`config.mk`:
```
export PLATFORM = sky130hd
export DESIGN_NAME = jbp_cfg
export DESIGN_NICKNAME = d
export VERILOG_FILES = /design/src/design/jbp_pkg.sv /design/src/design/jbp_cfg.sv
export SDC_FILE = /design/constraint.sdc
export NUM_CORES = 1
export LEC_CHECK = 0
export ABC_AREA = 1
export BUFFER_PORTS_ARGS = -buffer_cell sky130_fd_sc_hd__buf_2
export CORE_MARGIN = 1
export CORE_UTILIZATION = 38
export CTS_BUF_LIST = sky130_fd_sc_hd__clkbuf_16
export CTS_CLUSTER_DIAMETER = 100
export CTS_CLUSTER_SIZE = 10
export DETAILED_ROUTE_END_ITERATION = 10
export PLACE_DENSITY = 0.86
export SLEW_MARGIN = 20
export SYNTH_ARGS = -nofsm -noshare
export SYNTH_HDL_FRONTEND = slang
export SYNTH_SLANG_ARGS = --single-unit
```
`constraint.sdc`:
```
create_clock -name i_clk -period 1.5 [get_ports i_clk]
set_input_delay 0.3 -clock i_clk [delete_from_list [all_inputs] [get_ports i_clk]]
set_output_delay 0.3 -clock i_clk [all_outputs]
set_load 0.05 [all_outputs]
```
`src/design/jbp_pkg.sv`:
```
`default_nettype none

package jbp_pkg;

    localparam int SLOT_AW  = 6;
    localparam int DEPTH    = 2 ** SLOT_AW;
    localparam int CNT_W    = $clog2(DEPTH + 1);
    localparam int SEQ_W    = 32;
    localparam int TIME_W   = 64;
    localparam int HANDLE_W = 16;
    localparam int THR_W    = 7;
    localparam int SKIP_W   = 6;
    localparam int CFG_AW   = 3;
    localparam int CFG_DW   = 32;

    localparam logic [0:0] CMD_INSERT = 1'b0;
    localparam logic [0:0] CMD_FETCH  = 1'b1;

    localparam logic [0:0] REG_RESYNC_THR = 1'b0;
    localparam logic [0:0] REG_SKIP_THR   = 1'b1;

    localparam logic [THR_W-1:0] RESYNC_THR_RST = 7'd3;
    localparam logic [THR_W-1:0] SKIP_THR_RST   = 7'd2;

    typedef logic [SLOT_AW-1:0] t_idx;
    typedef logic [SLOT_AW:0]   t_iss;
    typedef logic [CNT_W-1:0]   t_cnt;

    typedef struct packed {
        logic [THR_W-1:0] resync_thr;
        logic [THR_W-1:0] skip_thr;
    } t_cfg;

    typedef struct packed {
        logic [SEQ_W-1:0]    seq;
        logic [TIME_W-1:0]   release_time;
        logic [HANDLE_W-1:0] handle;
    } t_slot;

    typedef struct packed {
        logic  we;
        t_idx  waddr;
        t_slot wdata;
        t_idx  raddr;
    } t_ram_req;

    typedef struct packed {
        logic                taken;
        logic [SEQ_W-1:0]    out_seq;
        logic [HANDLE_W-1:0] out_handle;
        logic                resynced;
        logic [SKIP_W-1:0]   skipped;
    } t_res;

    // distance jumped over, clipped to what the skip field can show
    function automatic logic [SKIP_W-1:0] sat_skip(input t_idx i);
        logic [31:0] w;
        w = 32'(i);
        return (w > 32'd63) ? 6'd63 : w[SKIP_W-1:0];
    endfunction

endpackage

`default_nettype wire

```
`src/design/jbp_cfg.sv`:
```
`default_nettype none

module jbp_cfg (
    input  wire logic                        i_clk,
    input  wire logic                        i_rst_n,
    input  wire logic                        psel,
    input  wire logic                        penable,
    input  wire logic                        pwrite,
    input  wire logic [jbp_pkg::CFG_AW-1:0]  paddr,
    input  wire logic [jbp_pkg::CFG_DW-1:0]  pwdata,
    output logic      [jbp_pkg::CFG_DW-1:0]  prdata,
    output logic                             pready,
    output jbp_pkg::t_cfg                    o_cfg
);

    logic [jbp_pkg::THR_W-1:0] r_resync_thr;
    logic [jbp_pkg::THR_W-1:0] r_skip_thr;
    logic [0:0]                w_sel;

    assign w_sel  = paddr[2:2];
    assign pready = 1'b1;

    always_ff @(posedge i_clk) begin
        if (!i_rst_n) begin
            r_resync_thr <= jbp_pkg::RESYNC_THR_RST;
            r_skip_thr   <= jbp_pkg::SKIP_THR_RST;
        end else if (psel && penable && pwrite) begin
            case (w_sel)
                jbp_pkg::REG_RESYNC_THR: r_resync_thr <= pwdata[jbp_pkg::THR_W-1:0];
                jbp_pkg::REG_SKIP_THR:   r_skip_thr   <= pwdata[jbp_pkg::THR_W-1:0];
                default: ;
            endcase
        end
    end

    always_comb begin
        case (w_sel)
            jbp_pkg::REG_RESYNC_THR: prdata = jbp_pkg::CFG_DW'(r_resync_thr);
            jbp_pkg::REG_SKIP_THR:   prdata = jbp_pkg::CFG_DW'(r_skip_thr);
            default:                 prdata = '0;
        endcase
    end

    assign o_cfg.resync_thr = r_resync_thr;
    assign o_cfg.skip_thr   = r_skip_thr;

endmodule

`default_nettype wire

```
### After elaboration in Yosys (flattened, before gate mapping)

Index checks and enable logic that the tools add are counted.

* flip-flop bits (word level): 14
* input port bits: 40
* output and inout port bits: 47
* word-level logic and storage cells: 8

* multiplexer cells: 1
* bitwise operators: 1
* reduce and logical (&&, ||, !) cells: 4

Operators with widths (count)
* case mux 32 bit (2 select lines): 1
* AND reduction 2 bit: 2
* logical AND 1 bit: 2
* inverter 1 bit: 1

### Logic depth before layout (Yosys ltp)

* word-level depth: 3
* gate-level depth with buffers: 6
* gate-level depth less buffers: 5

### Worst setup path before layout

No wires, ideal clock.

* kind: flip-flop to output port
* from: reg r_skip_thr[0] (netlist bit)
* to: out prdata[0] (netlist bit)
* arrival time: 1079 ps
* data required time: 1200 ps
* setup slack: 121 ps
* stages on the path, launching flop included: 3
* buffers on the path: 0
* path through: dfxtp_1 > nand2_1 > nand2_1

* cells in the longest elaborated chain, start to end: 1

Ends and longest elaborated chain
* start, declared: RTL line jbp_cfg.sv:17 `logic [jbp_pkg::THR_W-1:0] r_skip_thr;`
* start signal, assigned: RTL line jbp_cfg.sv:26 `r_skip_thr <= jbp_pkg::SKIP_THR_RST;`
* start signal, assigned: RTL line jbp_cfg.sv:30 `jbp_pkg::REG_SKIP_THR: r_skip_thr <= pwdata[jbp_pkg::THR_W-1:0];`
* case mux 32 bit (2 select lines): RTL line jbp_cfg.sv:37 `case (w_sel)`
* end, declared: RTL line jbp_cfg.sv:11 `output logic [jbp_pkg::CFG_DW-1:0] prdata,`

Every way passes these cells. The select of a mux whose other input is x is not followed.

### Worst setup path after layout

* from: in paddr[2] (netlist bit)
* to: out prdata[4] (netlist bit)

* cells in the longest elaborated chain, start to end: 2

Ends and longest elaborated chain
* start, declared: RTL line jbp_cfg.sv:9 `input wire logic [jbp_pkg::CFG_AW-1:0] paddr,`
* inverter 1 bit (no source line)
* case mux 32 bit (2 select lines) (*): RTL line jbp_cfg.sv:37

Every way passes the cells marked *; elsewhere a longest branch is shown, timed or not. The select of a mux whose other input is x is not followed.

==> metrics.cfg <==
[timing]
period_share_pct = 91.53
fmax_mhz = 728.3
setup_slack_ns = 0.1270
finalHoldViolCount = 0
rsz0062_at_grt = no
slew_violations = 0
skew_ns = 0
layout_min_cycle_time_ns = 1.373
tns_ns = 0
setup_viol = 0

[die]
design.core.area_mm2 = 0.002191
die_h_um = 50.05
placementRows = 17
dieArea_mm2 = 0.002505
die_x_um = 50.05
pin_count = 87
initial_core_util_pct = 40.03

[clock_tree]
cts_hold_buf = 0
cts.clk_slew.worst_paths_ns = 0.05
cts_sinks = 14
postCtsSetupBuffers = 0
clock-root-buffer = clkbuf_16
cts_resized = 0
cts_max_path_buffers = 2
htreeDepth = 1
cts_tree = done
cts_made_buffers = 3
clock_latency_ns = 0.24

[synthesis]
synth-adder-area-share_pct = 0
synthFlopType = dfxtp_1
yosysSeqAreaShare_pct = 31.95
netlist_area_um2 = 877.1
synth_xor_area_share_pct = 0
yosys.area_share.simple_pct = 37.95
synth_mux_area_share_pct = 0
ys_seq_elements = 14
async_flop_share_pct = 0
synth_top_area_cell = dfxtp_1
synth.top_cell.area_share_pct = 31.95
synth.most_common_cell = nand2_1
synth_edf_count = 0
yosysUniqueCellTypes = 14
synth_top_cells_by_count = 39 x nand2_1, 26 x buf_4, 22 x nor2_1, 14 x dfxtp_1, 14 x nand3_1
synth-compound-area-share_pct = 0.5706
synth_top_family_by_area = simple AND/OR/NAND/NOR gates
syn_avg_cell_area_um2 = 6.545
postSynthCellCount = 134
netlist_top_cells_area = dfxtp_1 32%, buf_4 22%, nand2_1 17%, nor2_1 9.4%, nand3_1 8.0%
ys_warn_count = 0

[min_path]
hp-class = in -> reg

[final_layout]
final_cell_area_mm2 = 0.001047
fillers = 250
drive_gt1_share_pct = 26.19
nets = 209
n_antenna_cell = 0
syn2layout_area_growth_pct = 19.40

[global_route]
track_usage_pct = 15.24
grt_first_pass_wirelength_um = 2891
grt_max_degree = 15
grt_overflow = 0
antenna_found_initial = 0
grt_pass1_vias = 702

[placement]
dpl.hpwl_um = 1226
pre_cts_slack_ns = 0.1182
globalplace.congestion = 0.7330
portBuffers = 33
place_area_um2 = 968.4

[critical_path]
cp_max_fo = 13
arrival_ns = 1.07
critPathKind = in -> out
r2r_slack_ns = 0.90
cp-start-kind = input pin
crit_required_ns = 1.20
crit_path_end_kind = output port

[routing]
vias = 804
totalWireLength_um = 1679
viasPerCell = 4.102
remaining_drc_errors = 0
ant_nets = 0
routedWlPerCell_um = 8.566
drt_iter0_markers = 15
drt-pass1-iter-count = 4

[power]
power_leakage_nw = 0.6059
powerDensity_mw_per_mm2 = 1179
peakVddDrop_mv = 0.5412

[run_status]
status = completed

[run]
cap_violations = 0

==> worst paths after layout <==
path	start	to	cells past startpoint
max	paddr[2]	prdata[4]	5
min	pwdata[1]	r_skip_thr[1]	3
max reg2reg	r_skip_thr[4]	r_skip_thr[4]	2
min reg2reg	r_resync_thr[0]	r_resync_thr[0]	2
==> area by class of cell <==
type	count	area, um2	share of cell area, %
Sequential cell	14	280.3	26.76
Multi-Input combinational cell	106	435.4	41.58
Clock inverter	1	3.754	0.3584
Tap cell	28	35.03	3.345
Clock buffer	3	75.07	7.168
Timing Repair Buffer	36	187.7	17.92
Inverter	8	30.03	2.867
==> stage by stage <==
stage	total power, mW	hold WS [ns]	util, %	std cells
after floorplan	0.7351	0.4207	-	158
after global placement	0.7333	0.4633	44.20	192
after detailed placement	0.7350	0.4671	44.20	192
after CTS	1.246	0.2864	47.80	196
after global routing	1.294	0.3090	47.80	196
final	1.234	0.2853	47.80	196
==> layout by cell type (no fill, tap or decap), drive strengths merged <==
cell type,instances
clkinv,1
nand2,39
clkbuf,3
dfxtp,14
inv,8
nand3,15
conb,26
nor2,25
o21ai,1
buf,36
==> critical path: stages <==
cell and delay [ns]:
buf_2 0.17, inv_2 0.21, nand2_1 0.08, nand2_1 0.06
buf_2 0.25
==> state kept, by name, indices dropped and copies added, names as in the netlist <==
name,cells
r_skip_thr,7
r_resync_thr,7
==> report_power, final <==
group,total [mW],switching (mW),internal (mW)
clock,0.506,0.154,0.352
combinational,0.333,0.282,0.0509
sequential,0.395,0.00889,0.386
==> routing by layer <==
| metal | track usage (%) | part of all wire (%) |
|---|---|---|
| met5 | 0 | 0 |
| met3 | 2.469 | 5.8 |
| met1 | 16.79 | 46 |
| met4 | 8.571 | 0.83 |
| met2 | 27.11 | 47 |
==> kinds of logic after synthesis <==
group / Yosys count
AND/OR/NAND/NOR: 79
AO/OA/AOI/OAI: 1
buffers and inverters: 38
other: 2
flip-flops: 14
Note: power is estimated with default switching activity, not from simulation.
